$ cat config.mk
export PLATFORM = sky130hd
export DESIGN_NAME = multi_channel_linear_ramp_smoother
export DESIGN_NICKNAME = d
export VERILOG_FILES = /design/src/rtl/mcrs_pkg.sv /design/src/rtl/mcrs_front.sv /design/src/rtl/mcrs_div.sv /design/src/rtl/mcrs_back.sv /design/src/rtl/multi_channel_linear_ramp_smoother.sv
export SDC_FILE = /design/constraint.sdc
export NUM_CORES = 2
export LEC_CHECK = 0
export BUFFER_PORTS_ARGS = -buffer_cell sky130_fd_sc_hd__buf_4
export CORE_AREA = 4 4 380 382
export CTS_CLUSTER_DIAMETER = 120
export CTS_CLUSTER_SIZE = 8
export DETAILED_ROUTE_END_ITERATION = 10
export DIE_AREA = 0 0 384 386
export MAX_ROUTING_LAYER = met4
export PLACE_DENSITY_LB_ADDON = 0.15
export SLEW_MARGIN = 20
export SYNTH_ARGS = -nofsm -noshare
export SYNTH_HDL_FRONTEND = slang
export SYNTH_SLANG_ARGS = --single-unit
$ cat constraint.sdc
create_clock -name clk -period 21.6 [get_ports clk]
set_clock_uncertainty 0.15 [all_clocks]
set_input_delay 5.4 -clock clk [delete_from_list [all_inputs] [get_ports clk]]
set_output_delay 5.4 -clock clk [all_outputs]
set_load 0.05 [all_outputs]
$ cat src/rtl/mcrs_pkg.sv
`default_nettype none
package mcrs_pkg;

  localparam int NUM_CHANNELS_DEF = 8;
  localparam int MAX_OUT          = 8;
  localparam int VALUE_W          = 32;
  localparam int SAMPLES_W        = 20;
  localparam int CH_W             = 3;
  localparam int DIVIDEND_W       = VALUE_W + 1;

  localparam logic [SAMPLES_W-1:0] SAMPLES_RESET = 20'd2400;

  typedef enum logic [1:0] {
    OP_TICK = 2'd0,
    OP_SET  = 2'd1,
    OP_INIT = 2'd2,
    OP_SNAP = 2'd3
  } op_t;

  typedef struct packed {
    op_t                op;
    logic [CH_W-1:0]    ch;
    logic [VALUE_W-1:0] start;
    logic [VALUE_W-1:0] target;
  } cmd_t;

endpackage
`default_nettype wire

$ cat src/rtl/mcrs_front.sv
`default_nettype none
module mcrs_front #(
  parameter int NUM_CHANNELS = mcrs_pkg::NUM_CHANNELS_DEF
) (
  input  wire logic                               clk,
  input  wire logic                               rst,
  input  wire logic                               push,
  output logic                                    full,
  input  wire logic [1:0]                         op,
  input  wire logic [mcrs_pkg::CH_W-1:0]          channel,
  input  wire logic signed [mcrs_pkg::VALUE_W-1:0] start_value,
  input  wire logic signed [mcrs_pkg::VALUE_W-1:0] target_value,
  output mcrs_pkg::cmd_t                          cmd,
  output logic                                    cmd_valid,
  input  wire logic                               cmd_ready
);

  localparam logic [6:0] NUM_LIM = 7'(NUM_CHANNELS);

  mcrs_pkg::cmd_t q [2];
  logic           wp;
  logic           rp;
  logic [1:0]     cnt;
  mcrs_pkg::op_t  op_in;
  logic           addressed;
  logic           in_range;
  logic           wr;
  logic           rd;

  // Set target and init on a channel that does not exist are dropped here.
  assign op_in     = mcrs_pkg::op_t'(op);
  assign addressed = (op_in == mcrs_pkg::OP_SET) || (op_in == mcrs_pkg::OP_INIT);
  assign in_range  = {4'b0000, channel} < NUM_LIM;
  assign full      = (cnt == 2'd2);
  assign wr        = push && !full && !(addressed && !in_range);
  assign cmd_valid = (cnt != 2'd0);
  assign rd        = cmd_valid && cmd_ready;
  assign cmd       = q[rp];

  always_ff @(posedge clk) begin
    if (rst) begin
      wp  <= 1'b0;
      rp  <= 1'b0;
      cnt <= 2'd0;
    end else begin
      if (wr) begin
        wp <= ~wp;
      end
      if (rd) begin
        rp <= ~rp;
      end
      cnt <= cnt + 2'(wr) - 2'(rd);
    end
  end

  always_ff @(posedge clk) begin
    if (wr) begin
      q[wp].op     <= op_in;
      q[wp].ch     <= channel;
      q[wp].start  <= start_value;
      q[wp].target <= target_value;
    end
  end

endmodule
`default_nettype wire

$ cat src/rtl/mcrs_div.sv
`default_nettype none
module mcrs_div (
  input  wire logic                                clk,
  input  wire logic                                rst,
  input  wire logic                                go,
  input  wire logic [mcrs_pkg::DIVIDEND_W-1:0]     dividend,
  input  wire logic [mcrs_pkg::SAMPLES_W-1:0]      divisor,
  output logic                                     done,
  output logic [mcrs_pkg::DIVIDEND_W-1:0]          quotient
);

  localparam int DW = mcrs_pkg::DIVIDEND_W;
  localparam int SW = mcrs_pkg::SAMPLES_W;

  logic          busy;
  logic [5:0]    cnt;
  logic [SW-1:0] rem;
  logic [SW-1:0] dv;
  logic [DW-1:0] quo;
  logic [SW:0]   sh;
  logic [SW:0]   sub;
  logic          ge;
  logic [SW-1:0] rem_next;

  // Restoring division, one quotient bit per cycle, MSB first.
  assign sh       = {rem, quo[DW-1]};
  assign sub      = sh - {1'b0, dv};
  assign ge       = sh >= {1'b0, dv};
  assign rem_next = ge ? sub[SW-1:0] : sh[SW-1:0];
  assign quotient = quo;

  always_ff @(posedge clk) begin
    if (rst) begin
      busy <= 1'b0;
      done <= 1'b0;
      cnt  <= 6'd0;
    end else begin
      done <= 1'b0;
      if (go) begin
        busy <= 1'b1;
        cnt  <= 6'd0;
      end else if (busy) begin
        cnt <= cnt + 6'd1;
        if (cnt == 6'(DW - 1)) begin
          busy <= 1'b0;
          done <= 1'b1;
        end
      end
    end
  end

  always_ff @(posedge clk) begin
    if (go) begin
      rem <= '0;
      quo <= dividend;
      dv  <= divisor;
    end else if (busy) begin
      rem <= rem_next;
      quo <= {quo[DW-2:0], ge};
    end
  end

endmodule
`default_nettype wire

$ cat src/rtl/mcrs_back.sv
`default_nettype none
module mcrs_back #(
  parameter int NUM_CHANNELS = mcrs_pkg::NUM_CHANNELS_DEF
) (
  input  wire logic                               clk,
  input  wire logic                               rst,
  input  wire mcrs_pkg::cmd_t                     cmd,
  input  wire logic                               cmd_valid,
  output logic                                    cmd_ready,
  input  wire logic [mcrs_pkg::SAMPLES_W-1:0]     samples,
  input  wire logic                               pop,
  output logic                                    empty,
  output logic [mcrs_pkg::CH_W-1:0]               out_channel,
  output logic signed [mcrs_pkg::VALUE_W-1:0]     smoothed_value,
  output logic                                    channel_changing,
  output logic                                    any_changing,
  output logic                                    last_result
);

  localparam int VW    = mcrs_pkg::VALUE_W;
  localparam int DW    = mcrs_pkg::DIVIDEND_W;
  // Channels above the reachable range never ramp, so they need no storage.
  localparam int NCH   = (NUM_CHANNELS < mcrs_pkg::MAX_OUT) ? NUM_CHANNELS
                                                            : mcrs_pkg::MAX_OUT;
  localparam int IDX_W = (NCH > 1) ? $clog2(NCH) : 1;
  localparam logic [IDX_W-1:0] LAST_IDX = IDX_W'(NCH - 1);
  localparam logic [DW-1:0] POS_MAX = {2'b00, {(VW-1){1'b1}}};
  localparam logic [DW-1:0] NEG_MAG = {2'b01, {(VW-1){1'b0}}};

  typedef enum logic [8:0] {
    S_IDLE   = 9'b000000001,
    S_LOAD   = 9'b000000010,
    S_CHECK  = 9'b000000100,
    S_DIFF   = 9'b000001000,
    S_SETUP  = 9'b000010000,
    S_DIVIDE = 9'b000100000,
    S_REPLY  = 9'b001000000,
    S_UPDATE = 9'b010000000,
    S_EMIT   = 9'b100000000
  } state_t;

  state_t         state;
  logic [VW-1:0]  cur [NCH];
  logic [VW-1:0]  tgt [NCH];
  logic [VW-1:0]  inc [NCH];
  logic [NCH-1:0] ramp;

  logic [IDX_W-1:0] idx;
  mcrs_pkg::op_t    op_r;
  logic [VW-1:0]    start_r;
  logic [VW-1:0]    target_r;
  logic [DW-1:0]    diff_r;
  logic             neg_r;
  logic             out_valid;

  logic [VW-1:0]   cur_rd;
  logic [VW-1:0]   tgt_rd;
  logic [VW-1:0]   inc_rd;
  logic            ramp_rd;
  logic            any_ramp;
  logic            slot_free;
  logic [DW-1:0]   nx;
  logic            reached;
  logic [DW-1:0]   diff_w;
  logic [DW-1:0]   mag;
  logic [mcrs_pkg::SAMPLES_W-1:0] len;
  logic            div_go;
  logic            div_done;
  logic [DW-1:0]   quo;
  logic [DW-1:0]   quo_neg;
  logic [VW-1:0]   inc_fin;

  assign cur_rd    = cur[idx];
  assign tgt_rd    = tgt[idx];
  assign inc_rd    = inc[idx];
  assign ramp_rd   = ramp[idx];
  assign any_ramp  = |ramp;
  assign cmd_ready = (state == S_IDLE);
  assign empty     = !out_valid;
  assign slot_free = !out_valid || pop;

  // Tick: step and clamp at the target in the step's direction.
  assign nx      = {cur_rd[VW-1], cur_rd} + {inc_rd[VW-1], inc_rd};
  assign reached = inc_rd[VW-1] ? ($signed(nx) <= $signed({tgt_rd[VW-1], tgt_rd}))
                                : ($signed(nx) >= $signed({tgt_rd[VW-1], tgt_rd}));

  // New ramp: magnitude of the distance over the ramp length.
  assign diff_w = {target_r[VW-1], target_r} - {cur_rd[VW-1], cur_rd};
  assign mag    = neg_r ? (~diff_r + 1'b1) : diff_r;
  assign len    = (samples == '0) ? mcrs_pkg::SAMPLES_RESET : samples;
  assign div_go = (state == S_SETUP) && (diff_r != '0);

  mcrs_div u_div (
    .clk      (clk),
    .rst      (rst),
    .go       (div_go),
    .dividend (mag),
    .divisor  (len),
    .done     (div_done),
    .quotient (quo)
  );

  // Sign back, force one LSB on a zero step, saturate to 32 bits.
  assign quo_neg = ~quo + 1'b1;
  always_comb begin
    if (quo == '0) begin
      inc_fin = neg_r ? {VW{1'b1}} : VW'(1);
    end else if (!neg_r) begin
      inc_fin = (quo > POS_MAX) ? POS_MAX[VW-1:0] : quo[VW-1:0];
    end else begin
      inc_fin = (quo > NEG_MAG) ? NEG_MAG[VW-1:0] : quo_neg[VW-1:0];
    end
  end

  always_ff @(posedge clk) begin
    if (rst) begin
      state     <= S_IDLE;
      idx       <= '0;
      out_valid <= 1'b0;
      ramp      <= '0;
      for (int c = 0; c < NCH; c++) begin
        cur[c] <= '0;
        tgt[c] <= '0;
        inc[c] <= '0;
      end
    end else begin
      if (pop && out_valid) begin
        out_valid <= 1'b0;
      end
      unique case (state)
        S_IDLE: begin
          if (cmd_valid) begin
            op_r     <= cmd.op;
            start_r  <= cmd.start;
            target_r <= cmd.target;
            unique case (cmd.op)
              mcrs_pkg::OP_TICK, mcrs_pkg::OP_SNAP: begin
                idx   <= '0;
                state <= S_UPDATE;
              end
              mcrs_pkg::OP_INIT: begin
                idx   <= cmd.ch[IDX_W-1:0];
                state <= S_LOAD;
              end
              mcrs_pkg::OP_SET: begin
                idx   <= cmd.ch[IDX_W-1:0];
                state <= S_CHECK;
              end
            endcase
          end
        end
        S_LOAD: begin
          cur[idx] <= start_r;
          state    <= S_DIFF;
        end
        S_CHECK: begin
          state <= (target_r == tgt_rd) ? S_REPLY : S_DIFF;
        end
        S_DIFF: begin
          diff_r <= diff_w;
          neg_r  <= diff_w[DW-1];
          state  <= S_SETUP;
        end
        S_SETUP: begin
          if (diff_r == '0) begin
            tgt[idx]  <= target_r;
            inc[idx]  <= '0;
            ramp[idx] <= 1'b0;
            state     <= S_REPLY;
          end else begin
            state <= S_DIVIDE;
          end
        end
        S_DIVIDE: begin
          if (div_done) begin
            tgt[idx]  <= target_r;
            inc[idx]  <= inc_fin;
            ramp[idx] <= 1'b1;
            state     <= S_REPLY;
          end
        end
        S_REPLY: begin
          if (slot_free) begin
            out_valid        <= 1'b1;
            out_channel      <= 3'(idx);
            smoothed_value   <= tgt_rd;
            channel_changing <= ramp_rd;
            any_changing     <= any_ramp;
            last_result      <= 1'b1;
            state            <= S_IDLE;
          end
        end
        S_UPDATE: begin
          if (op_r == mcrs_pkg::OP_SNAP) begin
            cur[idx]  <= tgt_rd;
            inc[idx]  <= '0;
            ramp[idx] <= 1'b0;
          end else if (ramp_rd) begin
            if (reached) begin
              cur[idx]  <= tgt_rd;
              inc[idx]  <= '0;
              ramp[idx] <= 1'b0;
            end else begin
              cur[idx] <= nx[VW-1:0];
            end
          end
          if (idx == LAST_IDX) begin
            idx   <= '0;
            state <= S_EMIT;
          end else begin
            idx <= idx + 1'b1;
          end
        end
        S_EMIT: begin
          // A channel at rest holds its target, so cur is the value to show.
          if (slot_free) begin
            out_valid        <= 1'b1;
            out_channel      <= 3'(idx);
            smoothed_value   <= cur_rd;
            channel_changing <= ramp_rd;
            any_changing     <= any_ramp;
            last_result      <= (idx == LAST_IDX);
            if (idx == LAST_IDX) begin
              idx   <= '0;
              state <= S_IDLE;
            end else begin
              idx <= idx + 1'b1;
            end
          end
        end
        default: begin
          state <= S_IDLE;
        end
      endcase
    end
  end

endmodule
`default_nettype wire

$ cat src/rtl/multi_channel_linear_ramp_smoother.sv
// Sequencing: a tick or snap runs an update pass over every channel (NCH = channels up to 8), then
//   an emit pass with one result per cycle while pop keeps the result slot free; a set or init
//   that starts a new ramp waits on the 33-step divider, while one that starts none skips it.
// Reset (rst, synchronous, active high): all channels at zero and at rest, queues
//   empty, transition_samples back to 2400.
`default_nettype none
module multi_channel_linear_ramp_smoother #(
  parameter int NUM_CHANNELS = mcrs_pkg::NUM_CHANNELS_DEF
) (
  input  wire logic                                clk,
  input  wire logic                                rst,
  // command side
  input  wire logic                                push,
  output logic                                     full,
  input  wire logic [1:0]                          op,
  input  wire logic [mcrs_pkg::CH_W-1:0]           channel,
  input  wire logic signed [mcrs_pkg::VALUE_W-1:0] start_value,
  input  wire logic signed [mcrs_pkg::VALUE_W-1:0] target_value,
  // result side
  output logic                                     empty,
  input  wire logic                                pop,
  output logic [mcrs_pkg::CH_W-1:0]                out_channel,
  output logic signed [mcrs_pkg::VALUE_W-1:0]      smoothed_value,
  output logic                                     channel_changing,
  output logic                                     any_changing,
  output logic                                     last_result,
  // ramp length register
  input  wire logic                                cfg_valid,
  output logic                                     cfg_ready,
  input  wire logic [mcrs_pkg::SAMPLES_W-1:0]      cfg_data
);

  mcrs_pkg::cmd_t                  cmd;
  logic                            cmd_valid;
  logic                            cmd_ready;
  logic [mcrs_pkg::SAMPLES_W-1:0]  transition_samples;

  // Register transfers are always taken; software writes only while idle.
  assign cfg_ready = 1'b1;

  always_ff @(posedge clk) begin
    if (rst) begin
      transition_samples <= mcrs_pkg::SAMPLES_RESET;
    end else if (cfg_valid && cfg_ready) begin
      transition_samples <= cfg_data;
    end
  end

  // Front: takes pushes, drops out-of-range channel ops, queues the rest.
  mcrs_front #(
    .NUM_CHANNELS (NUM_CHANNELS)
  ) u_front (
    .clk          (clk),
    .rst          (rst),
    .push         (push),
    .full         (full),
    .op           (op),
    .channel      (channel),
    .start_value  (start_value),
    .target_value (target_value),
    .cmd          (cmd),
    .cmd_valid    (cmd_valid),
    .cmd_ready    (cmd_ready)
  );

  // Back: channel state, sequencer, divider and the result register.
  mcrs_back #(
    .NUM_CHANNELS (NUM_CHANNELS)
  ) u_back (
    .clk              (clk),
    .rst              (rst),
    .cmd              (cmd),
    .cmd_valid        (cmd_valid),
    .cmd_ready        (cmd_ready),
    .samples          (transition_samples),
    .pop              (pop),
    .empty            (empty),
    .out_channel      (out_channel),
    .smoothed_value   (smoothed_value),
    .channel_changing (channel_changing),
    .any_changing     (any_changing),
    .last_result      (last_result)
  );

endmodule
`default_nettype wire

==> results.cfg <==
[floorplan]
die_y_um = 386
io_pins = 135
chipWidth_um = 384
core-area_um2 = 141000
die_area_um2 = 148000
num_rows = 138
start_util = 0.398

[sta]
slew_headroom = 0.211
setup_viol = 0
hold_viol = 0
min_period_ps = 11650
fmax_ghz = 0.0858
slew_viol_final = 0
finalCritPeriodShare = 0.540
tns_ps = 0
worst_slew_pin_slew_ps = 1150
rsz0062_at_grt = false
fin_ws_ps = 9950

[cts]
cts_tree = done
cts_hold_buf = 0
clock_latency_ps = 790
cts_resized = 0
clockBufferDepth = 3
path_clk_slew_ps = 50
htree_num_levels = 4
numCtsBuffers = 164
clock-root-buffer = clkbuf_16
clkSinkCount = 1173
cts_setup_buffers = 0

[logic_synthesis]
synth_area_um2 = 56200
yosys-top-cells-count = edfxtp_1 (1096), nor2_1 (638), and2_1 (252)
yosysSeqAreaShare = 0.613
synth-edff-count = 1096
synth_most_common_cell = edfxtp_1
synth_nets = 4383
synthCells = 4158
synth_area_leaders = edfxtp_1 (59%), mux4_2 (7.8%), nor2_1 (4.3%)
avgSynthCellArea_um2 = 13.5
yosysWarnings = 0
yosysTopAreaCellShare = 0.586
synth_top_area_cell = edfxtp_1
ys_ff_latch = 1173
ys.flop_type = edfxtp_1
async_flop_share = 0
synth_cell_types = 90

[placed_design]
place_hpwl_um = 110000
dp_slack_ps = 9930
port_buffers = 133
routabilityCongestion = 0.906
place_inst = 6037

[global_route]
grt_overflow_total = 0
track_usage = 0.236
antenna_found_initial = 10
grt_pass1_wl_um = 246000
grt_max_degree = 86
grt_pass1_vias = 34448

[detailed_routing]
drt_iter0_markers = 3455
wl_per_cell_um = 27.1
route.detailed.drc = 0
drtAntennaViolNets = 0
viasPerCell = 5.60
routed_wl_um = 169000
vias = 34973
first_pass_iters = 5

[setup_path]
cp-start-kind = flop
crit_type = reg -> reg
critPathCaptureType = flop
worstPathArrival_ps = 11990
worstPathRequired_ps = 21930
crit_fanout = 42

[outcome]
status = finished clean

[power]
p_comb_frac = 0.322
internal_power_uw = 4960
pwr-share-seq = 0.372
peakVddDrop_v = 0.0000857
swShare = 0.347
p_per_area_nw_per_um2 = 119
clock_power_share = 0.306
power_leakage_uw = 0.0232
power.total_uw = 7590
p_switching_uw = 2640

[layout]
fillers = 12586
multi_input_area_um2 = 20500
nets = 4539
area_growth_pct = 14.0
seq_area_um2 = 34500
stdcell_count = 6246
layout-drive-gt1-share = 0.195

[min_path]
min_from = transition_samples[12]
hold_class = reg -> reg

[flow_run]
drv_cap = 0
[critical path: stages, from the launching register on]
cell,delay (ps)
dfxtp_4,760
buf_4,630
buf_4,790
buf_4,740
mux4_2,580
mux2i_1,630
inv_1,110
ha_1,360
o21ai_0,170
nand2b_1,130
a311oi_1,670
o21ai_0,350
a31oi_1,360
o21ai_0,240
a41oi_1,290
xor2_1,720
inv_1,120
ha_1,330
nand4_1,150
nor4_1,380
o2bb2ai_1,160
a211oi_1,70
nor4b_1,160
buf_4,170
o2111ai_4,600
buf_4,810
mux2i_4,460
nor2_1,70
[power by group through the flow]
stage / registers [µW] / logic [µW] / clock network (µW)
2_1_floorplan: 2780 / 1590 / 0
3_3_place_gp: 2870 / 2430 / 0
3_5_place_dp: 2870 / 2410 / 0
4_1_cts: 2830 / 2430 / 2380
5_1_grt: 2840 / 2620 / 2480
6_report: 2830 / 2450 / 2320
[cell usage in the layout (no fill, tap or decap), drive strengths merged, types with 77 or more instances in the layout]
master  Yosys  layout
mux2i     125     125
mux2      147     147
edfxtp   1096    1096
o21ai     111     111
a21oi     182     182
and2      252     252
clkbuf    175     192
xnor2      86      86
ha        128     128
dfxtp      77      77
inv       142     149
nand2     127     127
mux4      194     194
buf        59     224
nor2      641     641
[final timing paths]
path / endpoint / slack [ps] / cells after the start
worst min register to register: u_back.u_div.dv[12] / 310 / 0
worst max-delay path: u_back.cur[7][19] / 9950 / 27
worst min-delay path: u_back.u_div.dv[12] / 310 / 0
worst max register to register: u_back.cur[7][19] / 9950 / 27
[registers in the layout, summed over array words and instances, names as in the netlist, 32 cells and up, named ones only]
signal / count
u_back.start_r: 32
u_back.inc: 256
u_back.u_div.quotient: 33
u_front.q: 138
u_back.tgt: 256
u_back.cur: 256
u_back.diff_r: 32
u_back.smoothed_value: 32
u_back.target_r: 32
[area by class of cell]
cell class | instances | share of cell area
clock inverter | 13 | 0.00346
sequential | 1173 | 0.538
antenna | 3 | 0.000117
inverter | 144 | 0.00844
clock buffer | 192 | 0.0664
tap | 1890 | 0.0369
timing repair buffer | 224 | 0.0266
multi-input combinational | 2607 | 0.320
[per-stage QoR]
step	util	instance area, µm²	hold slack, ps
after detailed placement	0.422	59500	298
after global placement	0.422	59500	300
after global routing	0.454	64000	327
final	0.454	64000	312
after floorplan	-	56200	282
after CTS	0.454	64000	312
[metal layers]
| layer | GRT usage | wire, µm | up-vias |
|---|---|---|---|
| li1 | - | - | 15767 |
| met1 | 0.331 | 75500 | 17653 |
| met2 | 0.356 | 77000 | 1305 |
| met3 | 0.0350 | 11800 | 248 |
| met4 | 0.0743 | 4990 | 0 |
| met5 | - | 0 | - |
[cells by family after synthesis]
family | count (synthesis) | synth area share
multiplexers | 466 | 0.134
XOR/XNOR | 143 | 0.0223
AO/OA/AOI/OAI | 532 | 0.0587
flip-flops | 1173 | 0.613
other | 1 | 0.0000668
buffers and inverters | 378 | 0.0263
AND/OR/NAND/NOR | 1334 | 0.115
adder cells (fa/ha/maj) | 131 | 0.0296
No activity file was read; power rests on OpenSTA's default activity.
